===== config.mk =====
export PLATFORM = sky130hd
export DESIGN_NAME = lcbc_digit_acc
export DESIGN_NICKNAME = d
export VERILOG_FILES = /design/src/rtl/lcbc_pkg.sv /design/src/rtl/lcbc_digit_acc.sv
export SDC_FILE = /design/constraint.sdc
export NUM_CORES = 1
export LEC_CHECK = 0
export BUFFER_PORTS_ARGS = -buffer_cell sky130_fd_sc_hd__buf_2
export CORE_MARGIN = 5
export CORE_UTILIZATION = 55
export CTS_CLUSTER_DIAMETER = 50
export CTS_CLUSTER_SIZE = 20
export DETAILED_ROUTE_END_ITERATION = 10
export HOLD_SLACK_MARGIN = 0.1
export PLACE_DENSITY = 0.79
export SYNTH_ARGS = -nofsm -noshare
export SYNTH_HDL_FRONTEND = slang
export SYNTH_SLANG_ARGS = --single-unit

===== constraint.sdc =====
create_clock -name clk -period 9.55 [get_ports clk]
set_input_delay 0.4775 -clock clk [delete_from_list [all_inputs] [get_ports clk]]
set_output_delay 0.4775 -clock clk [all_outputs]
set_load 0.02 [all_outputs]

===== src/rtl/lcbc_pkg.sv =====
// Shared types, constants and helper functions for the Luhn card brand checker.
// Depends on nothing; every other file in rtl/ imports it.
package lcbc_pkg;

    localparam int CARD_W        = 63;
    localparam int BIN_W         = 64;
    localparam int DIGITS        = 19;
    localparam int BCD_W         = 4 * DIGITS;
    localparam int BITS_PER_STEP = 4;
    localparam int CONV_STEPS    = BIN_W / BITS_PER_STEP;
    localparam int CNT_W         = $clog2(CONV_STEPS);
    localparam int POS_W         = 5;

    localparam logic [POS_W-1:0] LEN_VISA_SHORT = 5'd13;
    localparam logic [POS_W-1:0] LEN_AMEX       = 5'd15;
    localparam logic [POS_W-1:0] LEN_LONG       = 5'd16;

    localparam logic [3:0] LEAD_AMEX   = 4'd3;
    localparam logic [3:0] AMEX_SEC_A  = 4'd4;
    localparam logic [3:0] AMEX_SEC_B  = 4'd7;
    localparam logic [3:0] LEAD_MC     = 4'd5;
    localparam logic [3:0] MC_SEC_LO   = 4'd1;
    localparam logic [3:0] MC_SEC_HI   = 4'd5;
    localparam logic [3:0] LEAD_VISA   = 4'd4;

    typedef enum logic [2:0] {
        ST_IDLE,
        ST_CONV,
        ST_START,
        ST_SCAN,
        ST_FINISH
    } seq_state_t;

    typedef enum logic [1:0] {
        BRAND_INVALID    = 2'd0,
        BRAND_AMEX       = 2'd1,
        BRAND_MASTERCARD = 2'd2,
        BRAND_VISA       = 2'd3
    } brand_t;

    typedef struct packed {
        logic start;
        logic advance;
    } unit_ctrl_t;

    typedef struct packed {
        logic             more;
        logic [POS_W-1:0] count;
        logic [3:0]       top;
        logic [3:0]       second;
        logic             sum_zero;
    } acc_status_t;

    // Doubled Luhn digit with its two decimal digits summed.
    function automatic logic [3:0] luhn_double(logic [3:0] d);
        logic [4:0] t;
        t = {d, 1'b0};
        if (t > 5'd9)
        begin
            t = t - 5'd9;
        end
        return t[3:0];
    endfunction

    function automatic brand_t classify(acc_status_t st);
        brand_t b;
        b = BRAND_INVALID;
        if (st.sum_zero)
        begin
            if (st.count == LEN_AMEX && st.top == LEAD_AMEX &&
                (st.second == AMEX_SEC_A || st.second == AMEX_SEC_B))
            begin
                b = BRAND_AMEX;
            end
            else if (st.count == LEN_LONG && st.top == LEAD_MC &&
                     st.second >= MC_SEC_LO && st.second <= MC_SEC_HI)
            begin
                b = BRAND_MASTERCARD;
            end
            else if (st.top == LEAD_VISA &&
                     (st.count == LEN_VISA_SHORT || st.count == LEN_LONG))
            begin
                b = BRAND_VISA;
            end
        end
        return b;
    endfunction

endpackage


===== src/rtl/lcbc_digit_acc.sv =====
// Digit walker: takes BCD digits from the right one per cycle, keeps the Luhn
// sum modulo ten, the digit count and the two leading digits. Depends on lcbc_pkg.
module lcbc_digit_acc
    import lcbc_pkg::*;
(
    input  logic              clk,
    input  logic              rst_n,
    input  unit_ctrl_t        ctrl,
    input  logic [BCD_W-1:0]  bcd,
    output acc_status_t       status
);

    logic [BCD_W-1:0] scan_reg;
    logic [3:0]       sum_reg, sum_next;
    logic [3:0]       prev_reg;
    logic [3:0]       top_reg;
    logic [3:0]       second_reg;
    logic [POS_W-1:0] pos_reg;
    logic [POS_W-1:0] count_reg;
    logic [3:0]       digit;
    logic [3:0]       addend;
    logic [4:0]       sum_wide;

    assign digit  = scan_reg[3:0];
    assign addend = pos_reg[0] ? luhn_double(digit) : digit;

    always_comb
    begin
        sum_wide = {1'b0, sum_reg} + {1'b0, addend};
        if (sum_wide >= 5'd10)
        begin
            sum_wide = sum_wide - 5'd10;
        end
        sum_next = sum_wide[3:0];
    end

    always_ff @(posedge clk or negedge rst_n)
    begin
        if (!rst_n)
        begin
            scan_reg   <= '0;
            sum_reg    <= '0;
            prev_reg   <= '0;
            top_reg    <= '0;
            second_reg <= '0;
            pos_reg    <= '0;
            count_reg  <= '0;
        end
        else if (ctrl.start)
        begin
            scan_reg   <= bcd;
            sum_reg    <= '0;
            prev_reg   <= '0;
            top_reg    <= '0;
            second_reg <= '0;
            pos_reg    <= '0;
            count_reg  <= '0;
        end
        else if (ctrl.advance)
        begin
            scan_reg <= {4'd0, scan_reg[BCD_W-1:4]};
            sum_reg  <= sum_next;
            prev_reg <= digit;
            pos_reg  <= pos_reg + 1'b1;
            // A nonzero digit is the leading one so far.
            if (digit != 4'd0)
            begin
                count_reg  <= pos_reg + 1'b1;
                top_reg    <= digit;
                second_reg <= prev_reg;
            end
        end
    end

    assign status.more     = |scan_reg;
    assign status.count    = count_reg;
    assign status.top      = top_reg;
    assign status.second   = second_reg;
    assign status.sum_zero = (sum_reg == 4'd0);

endmodule

# Word level (Yosys, flattened, before mapping)
# Cells that the tools add are included.
# W data, S select, Z words.
[totals]
ff_bits = 102
latch_bits = 0
ram_bits = 0
rom_bits = 0
out_inout_bits = 15
elab_cells = 39
memories = 0
[op_classes]
addsub = 4
n_mul = 0
n_div = 0
order_cmp = 2
n_eq_ne = 0
shifts = 0
n_mux = 20
bitwise = 0
n_reduce_logical = 6
[ops]
columns = ["operator", "count"]
rows = [
  ["$mux W76", 2],
  ["$reduce_or A76 Y1", 1],
  ["$mux W4", 13],
  ["$mux W5", 5],
  ["$sub A4 B4 Y4 const B", 2],
  ["$add A4 B4 Y5", 1],
  ["$add A5 B1 Y5 const B", 1],
  ["$ge A5 B4 Y1 const B", 1],
  ["$gt A5 B4 Y1 const B", 1],
  ["$logic_not A4 Y1", 1],
  ["$reduce_bool A2 Y1", 2],
  ["$reduce_bool A4 Y1", 1],
  ["$reduce_and A2 Y1", 1],
]

# Logic depth before layout (Yosys ltp)
# Gate-level depths: netlist of run 1.
[logic_depth]
ltp_word = 8
ltp_mapped = 15
ltp_nobuf = 15

# Least setup slack after synthesis of run 1
# No wires, ideal clock.
[synth_path]
path_type = "register to register"
from = "register scan_reg[0]"
to = "register sum_reg[1]"
setup_ns = 0.096
t_arrival_ns = 2.992
required_time_ns = 9.454
path_slack_ns = 6.462
stages_incl_launch_ff = 16
period_less_slack_ns = 3.088
cell_sequence = "dfrtp_1 inv_1 ha_1 inv_1 a21oi_1 xnor2_1 nand2_1 o21ai_0 fa_1 xnor2_2 ha_1 inv_1 a31o_1 a211oi_2 or3_1 a311oi_2"
[synth_between]
elab_chain_len = 8
elab_cells_between_ends = 10
classes_between = "add/sub: 3; order compare: 2; mux: 5"
[synth_rtl]
columns = ["element", "line_no", "rtl"]
rows = [
  ["from (decl)", "lcbc_digit_acc.sv:13", "logic [BCD_W-1:0] scan_reg;"],
  ["from (signal assigned)", "lcbc_digit_acc.sv:61", "scan_reg <= {4'd0, scan_reg[BCD_W-1:4]};"],
  ["$sub A4 B4 Y4 / $gt A5 B4 Y1 (equally long branches)", "lcbc_pkg.sv:60, lcbc_pkg.sv:58", ""],
  ["$mux W4", "lcbc_pkg.sv:58", "if (t > 5'd9)"],
  ["$mux W4 (*)", "lcbc_digit_acc.sv:25", "assign addend = pos_reg[0] ? luhn_double(digit) : digit;"],
  ["$add A4 B4 Y5 (*)", "lcbc_digit_acc.sv:29", "sum_wide = {1'b0, sum_reg} + {1'b0, addend};"],
  ["$sub A4 B4 Y4 / $ge A5 B4 Y1 (equally long branches)", "lcbc_digit_acc.sv:32, lcbc_digit_acc.sv:30", ""],
  ["$mux W4 (*)", "lcbc_digit_acc.sv:30", "if (sum_wide >= 5'd10)"],
  ["$mux W4 (*)", "lcbc_digit_acc.sv:59", "else if (ctrl.advance)"],
  ["$mux W4 (*)", "lcbc_digit_acc.sv:49", "else if (ctrl.start)"],
  ["to (signal assigned)", "lcbc_digit_acc.sv:62", "sum_reg <= sum_next;"],
  ["to (decl)", "lcbc_digit_acc.sv:14", "logic [3:0] sum_reg, sum_next;"],
]
# Every way passes the cells marked *; elsewhere a longest branch is shown, timed or not. The select of a mux whose other input is x is not followed.
# A chain may end at the register's enable or synchronous reset.

# Worst setup path after layout of run 1
[layout_path]
from = "register scan_reg[0]"
to = "register sum_reg[2]"
# The elaborated chain is that of the path after synthesis.

==> metrics.cfg, run 1 <==
[route]
remaining_drc_errors=0
drt_iter0_markers=275
dr_wl_met2_mm=5.17
routedWlPerCell_um=15.9
drt_wl_total_mm=11.1
first_pass_iters=4
met3_length_um=568
routed_via_density=5.65
drt-met1-wl_mm=5.24
drtAntennaViolNets=0
top_layer_used=met4
vias=3968

[yosys]
synth_edf_count=0
syn_area_per_cell_um2=9.89
synth_area_leaders=dfrtp_1 (51%), mux2i_1 (16%), o21ai_0 (7.7%), nand2_1 (6.6%), nor4_1 (2.5%)
synth_cells=510
yosysSeqAreaShare=0.506
yosysMostFrequentCell=dfrtp_1
synth_top_area_cell=dfrtp_1
yosysWarnings=0
synthFlopType=dfrtp_1
netlist_area_mm2=0.00504
synth_nets=600
synth_top_cell_area_share=0.506
async_flop_share=1.00
synth_common_cells=dfrtp_1 (102), nand2_1 (88), mux2i_1 (81)
ys_types=36
synth-seq-cells=102

[global_routing]
grt_pass1_vias=3868
grt_max_degree=106
grt.overflow.total=0
grt.total_usage=0.204
grt_pass1_wl_mm=18.5
grt_antenna_before_repair=0

[critical_path]
cp_slowest_stage_delay_ps=520
crit_required_ps=9770
r2r_start=scan_reg[0]
worstSetupEndpoint=sum_reg[2]
rr_endpoint=sum_reg[2]
cp.depth=15
worstRegToRegCells=15
cp_num_buf_inv=3
crit_arrival_ps=3750
crit_family=compound AO/OA/AOI/OAI gates
r2r_setup_slack_ps=6020
critPathCaptureType=flop
crit_top_cell=inv_1
setup.worst_path.start_class=flop
path_class=reg -> reg
worstSetupStartpoint=scan_reg[0]
cp_cell_sequence=inv_1, ha_1, inv_1, a21oi_1, xnor2_1, nand2_1, o21ai_0, fa_1, xnor2_2, ha_1, inv_1, a31o_1, a211oi_2, o21ai_0, o311ai_0
worstPathMaxFanout=5
critPathSlowestCell=fa_1

[place]
numPortBuffers=94
gp_congestion=0.844
pre_cts_slack_ps=6070
place_hpwl_mm=7.97

[job]
maxCapViolCount=0

[clock_tree]
h-tree-depth=3
cts_made_buffers=9
clock_path_buffers=2
cts_sinks=102
clk_latency_ps=360
cts_tree=built
root_buffer=clkbuf_8
ctsResizeCount=0
path_clk_slew_ps=100

[cells_and_area]
syn2layout_area_growth_pct=13.9
final_core_utilization=0.630
largest_reg_flops=76
fin_nets=676
fillers=766
drive_gt1_frac=0.198
num_antenna_cells=0

[sta]
timing.fmax_mhz=283
drv_slew=0
period_needed_ps=3530
fin_tns_setup_ps=0
skew_ps=12.7
finalSetupViolCount=0
min_period_over_period=0.370
rsz0062_at_grt=no
fin_ws_ps=6020
max_slew.worst_pin.slew_ps=932
relSlewSlack=0.379
finalHoldViolCount=0

[floorplan]
num_rows=35
die_area_mm2=0.0112
io_pins=95
dieHeight_um=106
die_x_um=106
coreArea_mm2=0.00911
start_util=0.554

[hold_path]
hold_path.class=in -> reg

[pwr]
ir_drop_mv=0.0968
p_leak_nw=2.84
power_density_mw_per_mm2=172

[run_status]
status=completed

==> power by group <==
part           leakage, nW  switching, W  internal, W  total [W]
clock network       0.0848      0.000145     0.000110   0.000254
logic                 1.48      0.000123    0.0000945   0.000218
registers             1.28     0.0000404     0.000473   0.000513
==> cells in the final DEF (no fill, tap or decap), types with 2 or more instances in the layout <==
cell type	instances
xor2_1	5
xnor2_1	3
clkbuf_8	11
nand3_1	5
o21ai_0	78
inv_1	7
a22o_1	2
nand2b_1	5
a211oi_1	2
clkinvlp_4	3
nor4_1	20
mux2i_1	81
a21oi_1	14
nand4_1	6
buf_4	6
buf_2	91
ha_1	9
dfrtp_1	102
nand2_1	88
nor2_1	33
==> through the flow <==
step	cell area, um^2	std cells	total power (W)	hold slack (ps)
finish	5740	702	0.000986	315
detailed placement	5550	685	0.000739	415
global placement	5550	685	0.000723	407
floorplan	5040	510	0.000663	182
global route	5740	702	0.00104	303
CTS	5740	702	0.000993	300
==> layer usage <==
layer  up-vias  global-route usage
met4         0              0.0638
met5         -                   0
met1      1888               0.298
met2       121               0.315
met3        14              0.0306
li1       1945                   -
==> cell type report <==
class	count	area, um^2	area share
sequential	102	2550	0.445
multi-input combinational	368	2330	0.405
timing repair buffer	98	510	0.0889
clock buffer	12	155	0.0270
tap	111	139	0.0242
clock inverter	4	31.3	0.00545
inverter	7	26.3	0.00458
==> worst min-delay path by stage <==
| stage | endpoint | depth (start not counted) | slack (ps) | startpoint |
|---|---|---|---|---|
| floorplan | count_reg[0] | 0 | 180 | rst_n |
| global placement | count_reg[3] | 1 | 410 | rst_n |
| detailed placement | count_reg[4] | 1 | 420 | rst_n |
| CTS | scan_reg[42] | 3 | 300 | bcd[42] |
| global route | scan_reg[49] | 3 | 300 | bcd[49] |
| finish | scan_reg[42] | 3 | 320 | bcd[42] |
==> worst reg2reg max path: stages (launching register included) <==
cell      delay [ps]
dfrtp_1          440
inv_1            150
ha_1             230
inv_1             50
a21oi_1          250
xnor2_1          110
nand2_1           70
o21ai_0          160
fa_1             520
xnor2_2          260
ha_1             240
inv_1             80
a31o_1           210
a211oi_2         310
o21ai_0          160
o311ai_0         140
==> what timing repair did <==
item                                    in CTS  in global routing
buffers inserted                             0                  0
endpoints found under the hold margin       27                  0
endpoints found under the setup margin       0                  0
hold buffers                                 1                  0
==> kinds of logic (layout without fill, tap and decap cells) <==
group / Yosys count / in the layout / synth area share
AO/OA/AOI/OAI: 106 / 106 / 0.117
XOR/XNOR: 9 / 9 / 0.0171
adder cells (fa/ha/maj): 10 / 10 / 0.0263
buffers and inverters: 40 / 121 / 0.0323
flip-flops: 102 / 102 / 0.506
multiplexers: 81 / 81 / 0.161
AND/OR/NAND/NOR: 162 / 162 / 0.140
Note: power is estimated with default switching activity, not from simulation.
==> run 2, diff against run 1 <==
==> constraint.sdc (replaced) <==
create_clock -name clk -period 3.45 [get_ports clk]
set_input_delay 0.1725 -clock clk [delete_from_list [all_inputs] [get_ports clk]]
set_output_delay 0.1725 -clock clk [all_outputs]
set_load 0.02 [all_outputs]
==> run 2 against run 1 <==
  * Sequential power grew to 2.8 times the previous value
  * Critical endpoint is now sum_reg[1]
  * Non-clock buffer count grew 79
  * Register-to-register slack lost 5900 ps
  * Final area grew 14%
  * Flip-flop and latch count is the same
==> metrics.cfg, run 2 (synthesis gave the netlist of run 1 again) <==
[pwr]
p_leak_nw=3.17  ; was 2.84 nW
ir_drop_mv=0.242  ; was 0.0968 mV
power_density_mw_per_mm2=427  ; was 172 mW/mm^2

[critical_path]
r2r_start=scan_reg[0]  ; unchanged
r2r_setup_slack_ps=170  ; was 6020 ps
rr_endpoint=sum_reg[1]  ; was sum_reg[2]
worstSetupEndpoint=sum_reg[1]  ; was sum_reg[2]
path_class=reg -> reg  ; unchanged
critPathCaptureType=flop  ; unchanged
worstSetupStartpoint=scan_reg[0]  ; unchanged
worstRegToRegCells=14  ; was 15
worstPathMaxFanout=4  ; was 5
crit_required_ps=3710  ; was 9770 ps
crit_arrival_ps=3540  ; was 3750 ps
setup.worst_path.start_class=flop  ; unchanged

[cells_and_area]
final_core_utilization=0.717  ; was 0.630
finalNonFillerCells=780  ; was 702
fillers=634  ; was 766
drive_gt1_frac=0.184  ; was 0.198
largest_reg_flops=76  ; unchanged
fin_nets=755  ; was 676
syn2layout_area_growth_pct=29.5  ; was 13.9%
final_cell_mix=dfrtp_1 (102), buf_2 (91), nand2_1 (88)  ; unchanged
num_antenna_cells=0  ; unchanged
mostFrequentLayoutCell=dfrtp_1  ; unchanged

[floorplan]
dieHeight_um=106  ; unchanged
die_x_um=106  ; unchanged
num_rows=35  ; unchanged
coreArea_mm2=0.00911  ; unchanged
die_area_mm2=0.0112  ; unchanged
start_util=0.554  ; unchanged
io_pins=95  ; unchanged

[sta]
drv_slew=0  ; unchanged
relSlewSlack=0.279  ; was 0.379
rsz0062_at_grt=no  ; unchanged
period_needed_ps=3280  ; was 3530 ps
skew_ps=10.8  ; was 12.7 ps
finalSetupViolCount=0  ; unchanged
finalHoldViolCount=0  ; unchanged
min_period_over_period=0.952  ; was 0.370
max_slew.worst_pin.slew_ps=1080  ; was 932 ps
timing.fmax_mhz=305  ; was 283 MHz

[global_routing]
grt.total_usage=0.235  ; was 0.204
grt_pass1_vias=4435  ; was 3868
grt_antenna_before_repair=0  ; unchanged
grt_max_degree=89  ; was 106
grt_pass1_wl_mm=21.2  ; was 18.5 mm
grt.overflow.total=0  ; unchanged

[route]
drt_wl_total_mm=13.0  ; was 11.1 mm
drt_iter0_markers=224  ; was 275
remaining_drc_errors=0  ; unchanged
first_pass_iters=5  ; was 4
vias=4348  ; was 3968
drtAntennaViolNets=0  ; unchanged
routedWlPerCell_um=16.6  ; was 15.9 um
routed_via_density=5.57  ; was 5.65

[clock_tree]
clock_path_buffers=2  ; unchanged
cts_sinks=102  ; unchanged
cts_made_buffers=9  ; unchanged
root_buffer=clkbuf_8  ; unchanged
path_clk_slew_ps=100  ; about the same
h-tree-depth=3  ; unchanged
clk_latency_ps=360  ; about the same
cts_tree=built  ; unchanged

[run_status]
status=completed  ; unchanged

[job]
maxCapViolCount=0  ; unchanged

[hold_path]
hold_path.class=in -> reg  ; unchanged

[place]
placedCellCount=686  ; was 685
gp_congestion=0.841  ; was 0.844
place_hpwl_mm=7.93  ; was 7.97 mm
numPortBuffers=94  ; unchanged

[run 2: power by group]
part           switching, W  internal [W]
sequential         0.000115       0.00131
combinational      0.000367      0.000339
clock              0.000400      0.000257
[run 2: worst max-delay path: stages (launching register included)]
cell      delay, ps
dfrtp_1         410
inv_1           120
ha_2            220
inv_1            80
a21oi_2         200
a21oi_1         100
ha_1            250
fa_2            590
inv_1            60
ha_2            190
inv_1           100
a31o_1          150
a211oi_2         90
or3_1           370
a311oi_2        270
[run 2: layout make-up]
type,count,area [um^2],share of cell area
timing repair buffer,177,1310,0.200
multi-input combinational,368,2350,0.360
clock buffer,11,131,0.0201
sequential,102,2550,0.391
inverter,7,26.3,0.00402
clock inverter,4,25.0,0.00383
tap,111,139,0.0213
[run 2: metrics by stage]
step / instance area, um^2 / hold slack [ps] / setup slack, ps / power (W) / setup TNS (ps)
after floorplan: 5040 / -123 / 362 / 0.00184 / 0
after global placement: 5570 / 378 / 231 / 0.00200 / 0
after detailed placement: 5570 / 384 / -93.9 / 0.00204 / -93.9
after CTS: 6500 / 358 / 31.2 / 0.00276 / 0
after global routing: 6530 / 385 / 23.0 / 0.00294 / 0
final: 6530 / 379 / 167 / 0.00279 / 0
[run 2: timing repair]
| item | CTS | global route |
|---|---|---|
| hold endpoints to repair | 163 | 0 |
| pin swaps | 0 | 2 |
| gates resized for setup | 2 | 5 |
| hold buffers | 77 | 0 |
| setup endpoints to repair | 1 | 2 |
| setup buffers | 0 | 2 |
[run 2: worst min-delay path by stage]
stage	startpoint	end	slack, ps	depth (start not counted)
5_1_grt	ctrl[1]	count_reg[2]	380	2
4_1_cts	ctrl[1]	count_reg[1]	360	2
2_1_floorplan	rst_n	count_reg[0]	-120	0
3_3_place_gp	bcd[37]	scan_reg[37]	380	3
3_5_place_dp	bcd[36]	scan_reg[36]	380	3
6_report	ctrl[1]	prev_reg[0]	380	2
[run 2: metal layers]
metal  GRT usage  wire length [um]  vias to the layer above
li1            -                 -                     2094
met5           0                 0                        -
met2       0.382              6300                      167
met3      0.0465               723                       38
met4      0.0971               437                        0
met1       0.309              5520                     2049
==> run 3, diff against run 2 <==
--- a/config.mk
+++ b/config.mk
@@ -5,14 +5,17 @@
 export SDC_FILE = /design/constraint.sdc
 export NUM_CORES = 1
 export LEC_CHECK = 0
+export ABC_AREA = 1
 export BUFFER_PORTS_ARGS = -buffer_cell sky130_fd_sc_hd__buf_2
+export CELL_PAD_IN_SITES_DETAIL_PLACEMENT = 0
+export CELL_PAD_IN_SITES_GLOBAL_PLACEMENT = 2
 export CORE_MARGIN = 5
-export CORE_UTILIZATION = 55
+export CORE_UTILIZATION = 34
 export CTS_CLUSTER_DIAMETER = 50
 export CTS_CLUSTER_SIZE = 20
 export DETAILED_ROUTE_END_ITERATION = 10
 export HOLD_SLACK_MARGIN = 0.1
-export PLACE_DENSITY = 0.79
+export PLACE_DENSITY_LB_ADDON = 0.1
 export SYNTH_ARGS = -nofsm -noshare
 export SYNTH_HDL_FRONTEND = slang
 export SYNTH_SLANG_ARGS = --single-unit
==> run 3 against run 2 <==
  * Worst hold slack lost 270 ps
  * Sequential share of layout area shrank 0.50 points
  * Cell count grew 12%
  * Non-clock buffer count shrank 1
  * Wire length grew 2.0%
  * Synthesized cell count grew 2.9%
  * Critical endpoint unchanged
  * Largest cell class unchanged
==> metrics.cfg, run 3 <==
[yosys]
synth_common_cells=nand2_1 (121), dfrtp_1 (102), inv_1 (89)  ; was dfrtp_1 (102), nand2_1 (88), mux2i_1 (81)
synth_top_area_cell=dfrtp_1  ; unchanged
syn_area_per_cell_um2=9.53  ; was 9.89 um^2
ys_types=31  ; was 36
synth_top_cell_area_share=0.510  ; was 0.506
yosysMostFrequentCell=nand2_1  ; was dfrtp_1
async_flop_share=1.00  ; unchanged
synth_cells=525  ; was 510
synth_area_leaders=dfrtp_1 (51%), nand2_1 (9.1%), o221ai_1 (7.7%), inv_1 (6.7%), o221ai_2 (5.7%)  ; was dfrtp_1 (51%), mux2i_1 (16%), o21ai_0 (7.7%), nand2_1 (6.6%), nor4_1 (2.5%)
netlist_area_mm2=0.00500  ; was 0.00504 mm^2
synth_nets=615  ; was 600
synth-seq-cells=102  ; unchanged
yosysSeqAreaShare=0.510  ; was 0.506
yosysWarnings=0  ; unchanged
synth_edf_count=0  ; unchanged
synthFlopType=dfrtp_1  ; unchanged

[critical_path]
worstRegToRegCells=17  ; was 14
crit_top_cell=nand2_1  ; was inv_1
setup.worst_path.start_class=flop  ; unchanged
crit_family=adder cells  ; unchanged
worstPathMaxFanout=5  ; was 4
cp_slowest_stage_delay_ps=480  ; was 590 ps
path_class=reg -> reg  ; unchanged
critPathSlowestCell=fa_1  ; was fa_2
cp_num_buf_inv=2  ; was 4
critPathCaptureType=flop  ; unchanged
cp_cell_sequence=inv_1, ha_1, o21ai_0, nand2_1, o211ai_1, o21ai_0, fa_1, inv_1, nand2_1, and2_1, ha_1, nand2_1, nand3_1, nand2_1, nand2_1, nand3_1, nand2_1  ; was inv_1, ha_2, inv_1, a21oi_2, a21oi_1, ha_1, fa_2, inv_1, ha_2, inv_1, a31o_1, a211oi_2, or3_1, a311oi_2
crit_required_ps=3690  ; was 3710 ps
crit_arrival_ps=3180  ; was 3540 ps
cp.depth=17  ; was 14

[cells_and_area]
largest_reg_flops=76  ; unchanged
seq_area_mm2=0.00255  ; unchanged
drive_gt1_frac=0.212  ; was 0.184
final_cell_mix=nand2_1 (121), dfrtp_1 (102), buf_2 (93)  ; was dfrtp_1 (102), buf_2 (91), nand2_1 (88)
num_antenna_cells=0  ; unchanged
multiInputGateArea_mm2=0.00189  ; was 0.00235 mm^2
mostFrequentLayoutCell=nand2_1  ; was dfrtp_1
syn2layout_area_growth_pct=32.2  ; was 29.5%
final_core_utilization=0.457  ; was 0.717
postLayoutCellArea_mm2=0.00661  ; was 0.00653 mm^2
fillers=1414  ; was 634
finalNonFillerCells=873  ; was 780
fin_nets=774  ; was 755

[place]
place_hpwl_mm=9.22  ; was 7.93 mm
placedCellCount=782  ; was 686
numPortBuffers=94  ; unchanged
placedInstanceArea_mm2=0.00556  ; was 0.00557 mm^2
gp_congestion=0.822  ; was 0.841

[global_routing]
grt_pass1_wl_mm=22.2  ; was 21.2 mm
grt.overflow.total=0  ; unchanged
grt_antenna_before_repair=1  ; was 0
grt.total_usage=0.157  ; was 0.235
grt_pass1_vias=4456  ; was 4435
grt_max_degree=58  ; was 89

[route]
routed_via_density=4.84  ; was 5.57
drt_wl_total_mm=13.2  ; was 13.0 mm
drt_iter0_markers=95  ; was 224
drtAntennaViolNets=0  ; unchanged
remaining_drc_errors=0  ; unchanged
routedWlPerCell_um=15.2  ; was 16.6 um
first_pass_iters=4  ; was 5
vias=4221  ; was 4348

[clock_tree]
root_buffer=clkbuf_16  ; was clkbuf_8
postCtsSetupBuffers=0  ; unchanged
path_clk_slew_ps=70  ; was 100 ps
holdBufCountCts=75  ; was 77
cts_tree=built  ; unchanged
ctsResizeCount=0  ; was 2
cts_made_buffers=9  ; unchanged
clock_path_buffers=2  ; unchanged
clk_latency_ps=350  ; was 360 ps
cts_sinks=102  ; unchanged
h-tree-depth=3  ; unchanged

[sta]
fin_tns_setup_ps=0  ; unchanged
timing.fmax_mhz=340  ; was 305 MHz
relSlewSlack=0.443  ; was 0.279
hold_ws_ps=108  ; was 379 ps
min_period_over_period=0.851  ; was 0.952
finalSetupViolCount=0  ; unchanged
finalHoldViolCount=0  ; unchanged
skew_ps=4.91  ; was 10.8 ps
max_slew.worst_pin.slew_ps=834  ; was 1080 ps
rsz0062_at_grt=no  ; unchanged
period_needed_ps=2940  ; was 3280 ps
drv_slew=0  ; unchanged

[floorplan]
coreArea_mm2=0.0145  ; was 0.00911 mm^2
die_area_mm2=0.0172  ; was 0.0112 mm^2
dieHeight_um=131  ; was 106 um
start_util=0.346  ; was 0.554
num_rows=44  ; was 35
die_x_um=131  ; was 106 um
io_pins=95  ; unchanged

[pwr]
p_leak_nw=3.21  ; was 3.17 nW
ir_drop_mv=0.276  ; was 0.242 mV
power_density_mw_per_mm2=490  ; was 427 mW/mm^2

[job]
maxCapViolCount=0  ; unchanged

[run_status]
status=completed  ; unchanged

[hold_path]
whs_path_depth=3  ; was 2
hold_path.class=in -> reg  ; unchanged

run 3: path summary, 6_finish.rpt:
path | startpoint | to | slack, ps
max in group asynchronous | rst_n | scan_reg[0] | 2170
setup reg to reg | scan_reg[0] | sum_reg[1] | 510
hold / removal | bcd[9] | scan_reg[9] | 110
setup / recovery | scan_reg[0] | sum_reg[1] | 510
min in group asynchronous | rst_n | sum_reg[3] | 440
hold reg to reg | top_reg[1] | top_reg[1] | 470
run 3: logic make-up after synthesis:
group / count (synthesis) / synth area share
AOI/OAI and AO/OA: 118 / 0.199
adders and majority gates: 10 / 0.0265
buffers and inverters: 120 / 0.111
DFF: 102 / 0.510
and+or+nand+nor: 175 / 0.153
run 3: metrics by stage:
stage	power (W)	setup WS, ps
after floorplan	0.00195	809
after global placement	0.00216	628
after detailed placement	0.00218	506
after CTS	0.00329	492
after global routing	0.00346	107
final	0.00324	513
run 3: report_power, final:
part | internal (W) | leakage [nW] | switching, W
Sequential | 0.00132 | 1.28 | 0.0000798
Clock | 0.000580 | 0.148 | 0.000456
Combinational | 0.000337 | 1.78 | 0.000467
Total | 0.00224 | 3.21 | 0.00100
run 3: per-layer routing:
metal | part of all wire | vias to the layer above | global-route usage
met1 | 0.45 | 2029 | 0.190
li1 | - | 2114 | -
met4 | 0.0080 | 2 | 0.0303
met3 | 0.035 | 10 | 0.0440
met5 | 0.00053 | - | 0
met2 | 0.51 | 66 | 0.280
run 3: final cells by class:
type	count	area share
repair buffers	176	0.195
clock buffers	10	0.0361
flip-flops and latches	102	0.386
multi-input cells	303	0.286
well taps	184	0.0348
inverters	92	0.0526
clock inverters	6	0.00927
run 3: tightest hold or removal path: stages:
cell	delay [ps]
buf_2	100
a22oi_1	70
o21ai_0	70
